File: config.mk
export PLATFORM = sky130hd
export DESIGN_NAME = gum_queue
export DESIGN_NICKNAME = d
export VERILOG_FILES = /design/src/rtl/gum_pkg.sv /design/src/rtl/gum_queue.sv
export SDC_FILE = /design/constraint.sdc
export NUM_CORES = 1
export LEC_CHECK = 0
export BUFFER_PORTS_ARGS = -buffer_cell sky130_fd_sc_hd__buf_2
export CAP_MARGIN = 30
export CORE_ASPECT_RATIO = 1.5
export CORE_MARGIN = 4
export CORE_UTILIZATION = 56
export DETAILED_ROUTE_END_ITERATION = 10
export PLACE_DENSITY = 0.84
export SLEW_MARGIN = 20
export SYNTH_ARGS = -nofsm -noshare
export SYNTH_HDL_FRONTEND = slang
export SYNTH_SLANG_ARGS = --single-unit
File: constraint.sdc
create_clock -name clk -period 14.8 [get_ports clk]
set_input_delay 4.44 -clock clk [delete_from_list [all_inputs] [get_ports clk]]
set_output_delay 4.44 -clock clk [all_outputs]
set_load 0.05 [all_outputs]
File: src/rtl/gum_pkg.sv
package gum_pkg;

  localparam int PIX_W    = 8;
  localparam int CNT_W    = 11;
  localparam int WF_W     = 17;
  localparam int K_W      = 16;
  localparam int IDX_W    = 3;
  localparam int CFG_W    = 17;
  localparam int HEIGHT_CAP = 1024;

  // arithmetic widths
  localparam int WT_W   = 34;  // tap weight, Q2.32
  localparam int S_W    = 45;  // weighted pixel sum
  localparam int D_W    = 37;  // weight sum
  localparam int NUM_W  = 61;  // numerator
  localparam int DEN_W  = 53;  // denominator
  localparam int S_HALF = 23;
  localparam int D_HALF = 19;

  localparam logic [WF_W-1:0] ONE_Q16 = 17'h10000;

  // register indexes
  localparam logic [IDX_W-1:0] REG_BORDER = 3'd0;
  localparam logic [IDX_W-1:0] REG_WIDTH  = 3'd1;
  localparam logic [IDX_W-1:0] REG_HEIGHT = 3'd2;
  localparam logic [IDX_W-1:0] REG_WVERT  = 3'd3;
  localparam logic [IDX_W-1:0] REG_WHORZ  = 3'd4;
  localparam logic [IDX_W-1:0] REG_SHARPK = 3'd5;

  // border modes
  localparam logic [1:0] BM_ZERO   = 2'd0;
  localparam logic [1:0] BM_MIRROR = 2'd1;
  localparam logic [1:0] BM_RENORM = 2'd2;

  typedef logic [2:0][2:0][PIX_W-1:0] win_t;

  typedef struct packed {
    logic up_ok;
    logic dn_ok;
    logic lf_ok;
    logic rt_ok;
    logic fe;
  } bflags_t;

  typedef struct packed {
    win_t    win;
    bflags_t fl;
  } job_t;

  typedef struct packed {
    logic [1:0]       border;
    logic [CNT_W-1:0] width;
    logic [CNT_W-1:0] height;
    logic [WF_W-1:0]  fv;
    logic [WF_W-1:0]  fh;
    logic [K_W-1:0]   k;
  } cfg_t;

  typedef struct packed {
    logic push;
    logic full;
  } qwr_t;

endpackage

File: src/rtl/gum_queue.sv
module gum_queue import gum_pkg::*; (
  input  logic clk,
  input  logic rst_n,
  input  qwr_t wr_in,
  input  job_t push_job,
  output logic full,
  input  logic pop,
  output logic head_valid,
  output job_t head_job
);

  job_t       mem_r [2];
  logic       wp_r, rp_r;
  logic [1:0] cnt_r;

  assign full       = (cnt_r == 2'd2);
  assign head_valid = (cnt_r != 2'd0);
  assign head_job   = mem_r[rp_r];

  // pointers and fill count
  always_ff @(posedge clk) begin
    if (!rst_n) begin
      wp_r  <= 1'b0;
      rp_r  <= 1'b0;
      cnt_r <= 2'd0;
    end else begin
      if (wr_in.push) wp_r <= ~wp_r;
      if (pop) rp_r <= ~rp_r;
      cnt_r <= cnt_r + 2'(wr_in.push) - 2'(pop);
    end
  end

  // entry storage
  always_ff @(posedge clk) begin
    if (wr_in.push) mem_r[wp_r] <= push_job;
  end

`ifndef ASSERT_OFF
  a_no_overflow: assert property (@(posedge clk) disable iff (!rst_n)
    wr_in.push |-> !full) else $error("queue push while full");
  a_no_underflow: assert property (@(posedge clk) disable iff (!rst_n)
    pop |-> head_valid) else $error("queue pop while empty");
  a_cnt_range: assert property (@(posedge clk) disable iff (!rst_n)
    cnt_r != 2'd3) else $error("queue count out of range");
`endif

endmodule

==> key figures <==
Clock network
  – Post-cts sizing count: 0
  – H-Tree Depth: 4
  – CTS max path bufs: 2
  – Hold_buf cts: 0
  – Reg clk slew, reported paths: 0.06 ns
  – TritonCTS clock tree: done
  – Post-CTS Setup Bufs: 0
  – Root buffer cell: clkbuf_16
  – Clk_lat worst skew: 0.40 ns
  – Clock Sinks: approximately 160
  – CTS Buf Count: 17

Synthesis
  – Total of warnings raised by yosys: 0
  – Synth area leaders: edfxtp_1, mux2_2, mux2_4
  – Compound-Gate Fraction of Synth Area: 0.127%
  – Mapped Nets: 345
  – Seq/Total Area, Yosys: around 80%
  – Area share of the largest cell type after synthesis: 78.3%
  – Post-Synth XOR/XNOR Area: less than 1%
  – Synth Area per Inst: around 23 µm²
  – Mapped Area: 0.00591 mm²
  – Count leader, synth: edfxtp_1
  – Commonest cells post-synth: edfxtp_1, mux2_2, mux2_4
  – Post-synthesis cell count: 261
  – Post-synthesis async set-or-reset flop share: 0%
  – Main combinational cell family by area after synthesis: multiplexers
  – Number of synthesized register bits: 159
  – Simple-gate share of the synthesized area: less than 1%
  – Cell taking the most area after synthesis: edfxtp_1
  – Adder-cell share of the synthesized area: less than 1%
  – Post-synthesis mux area share: 16.6%
  – Post-synth EDFFs: ~150
  – Synth unique cells: 14
  – Predominant post-synthesis flop cell: edfxtp_1

Pwr
  – Leak Pwr: a little under 3 nW
  – Peak supply drop: 0.105 mV
  – Tot Pwr: 1.15 mW
  – Pwr dens: 153 mW/mm²

Status
  – Status: completed

Placed design
  – Placer Congestion: 0.722
  – HPWL Detailed: roughly 7 mm
  – Post-DP Area: 0.00685 mm²
  – Pre-CTS worst setup slack: 8.37 ns
  – Port bufs: 159

Finish
  – Util after Layout: 73.0%
  – Layout area overhead: 26.7%
  – Filler cells: 672
  – Layout net count: just over 500
  – Post-route cell area: 0.00748 mm²
  – ANT cells: 0
  – Layout cells sized above 1: between 60% and 70%

Floorplan
  – Die area: between 0.01 and 0.015 mm²
  – Initial Utilization: approximately 58%
  – Rows: 45
  – Die Ht: 134 µm
  – Die width: 91.9 µm
  – Core area: 0.0102 mm²
  – Ports: 161

STA
  – Slew Limit Headroom: around two fifths
  – TNS Setup: 0 ns
  – Tmin final: between 6 and 7 ns
  – Final worst setup slack: 8.29 ns
  – FMAX: 154 MHz
  – Crit share post-route: about 44%
  – Final setup viols: 0
  – RSZ-0062 raised after global routing: false
  – Slew Viols, Final: 0
  – Clk_skew: ~0.01 ns
  – Final hold viol count: 0
  – Worst Tran Pin Value: 0.898 ns

Worst setup path
  – Setup CP Type: flop to output pin
  – WP data required: 10.36 ns
  – Crit path arrival time: about 2.1 ns
  – FF-to-FF End: mem_r[0][35]$_DFFE_PP_
  – Crit-path max FO: between 40 and 50
  – Worst Setup End Kind: output pin
  – R2r setup slk: 12.68 ns
  – FF-to-FF Start: wp_r$_SDFFE_PN0P_
  – FF-to-FF path depth: 2
  – Crit path launch type: flop

Global routing
  – Total GRT Usage: 17.4%
  – Global route overflow: 0
  – Antenna violations before repair: 0
  – First-pass GRT wire length: 16.1 mm
  – Pin count of the biggest net entering global routing: 78
  – Vias in the first global route: roughly 3200

Route
  – DRT Wirelength: 10.4 mm
  – Post-route ant nets: 0
  – Initial drt markers: 151
  – Drt drc: 0
  – Routed WL per cell: 17.7 µm
  – Via count: between 2000 and 3000
  – Vias/cell: 4.99
  – First-pass DRT Iterations: 4

Worst hold path
  – Hold depth: 2
  – Hold Path Class: flop to flop
  – Hold path start: rp_r$_SDFFE_PN0P_

Flow run
  – Max_cap viols: 0
==> per-layer routing <==
metal  up-vias  wire length [µm]  GRT usage, %
met5         -                 0             0
met4         0               242          7.93
met3        15               569          5.50
met2       107              5890          32.0
met1      1433              3660          17.7
li1       1369                 -             -
==> critical path, cell delays in order, from the launching register on <==
cell     delay (ns)
dfxtp_4        0.68
buf_16         0.30
mux2_2         0.38
buf_2          0.21
==> cells by family (layout without fill, tap and decap cells) <==
group                      count (synthesis)  after routing
muxes                                     77             77
AOI/OAI and AO/OA                          1              1
xor gates and xnor gates                   2              2
buffers and inverters                     11            195
and+or+nand+nor                            9              9
adders and majority gates                  2              2
DFF                                      159            159
==> placed cells by master, fill, tap and decap left out, drive strengths merged <==
| cell type | count |
|---|---|
| nor2b | 4 |
| inv | 3 |
| edfxtp | 154 |
| ha | 2 |
| and2 | 4 |
| bufinv | 4 |
| buf | 162 |
| xnor3 | 1 |
| clkbuf | 21 |
| o21a | 1 |
| or2 | 1 |
| xor2 | 1 |
| mux2 | 77 |
| clkinv | 4 |
| dfxtp | 5 |
| clkinvlp | 1 |
==> flip-flops by register name, indices dropped and copies added (netlist names), named ones only <==
name	flops
mem_r	154
wp_r	1
rp_r	1
cnt_r	2
==> report_power, final <==
group / internal (mW) / switching (mW)
clock: 0.282 / 0.159
sequential: 0.521 / 0.0102
combinational: 0.0568 / 0.120
total: 0.859 / 0.289
==> worst max-delay path by stage <==
stage	cells after the start	end	slack, ns
floorplan	1	mem_r[0][0]$_DFFE_PP_	6.44
global placement	3	mem_r[0][31]$_DFFE_PP_	8.42
detailed placement	3	mem_r[0][31]$_DFFE_PP_	8.37
CTS	3	head_job[39]	8.27
global route	3	head_job[23]	8.21
finish	3	head_job[8]	8.29
==> cell type report <==
type                       count  area, µm²  area share, %
sequential                   159       4730           63.2
multi-input combinational     91       1110           14.8
clock buffer                  21        440           5.89
timing repair buffer         162        858           11.5
tap                          141        176           2.36
clock inverter                10        163           2.17
inverter                       2       7.51          0.100
==> stage by stage <==
| stage | cells | hold WS (ns) |
|---|---|---|
| final | 586 | 0.578 |
| after global routing | 586 | 0.610 |
| after CTS | 585 | 0.581 |
| after detailed placement | 554 | 0.562 |
| after global placement | 553 | 0.557 |
| after floorplan | 261 | 0.555 |
(Power assumes the default switching activity.)
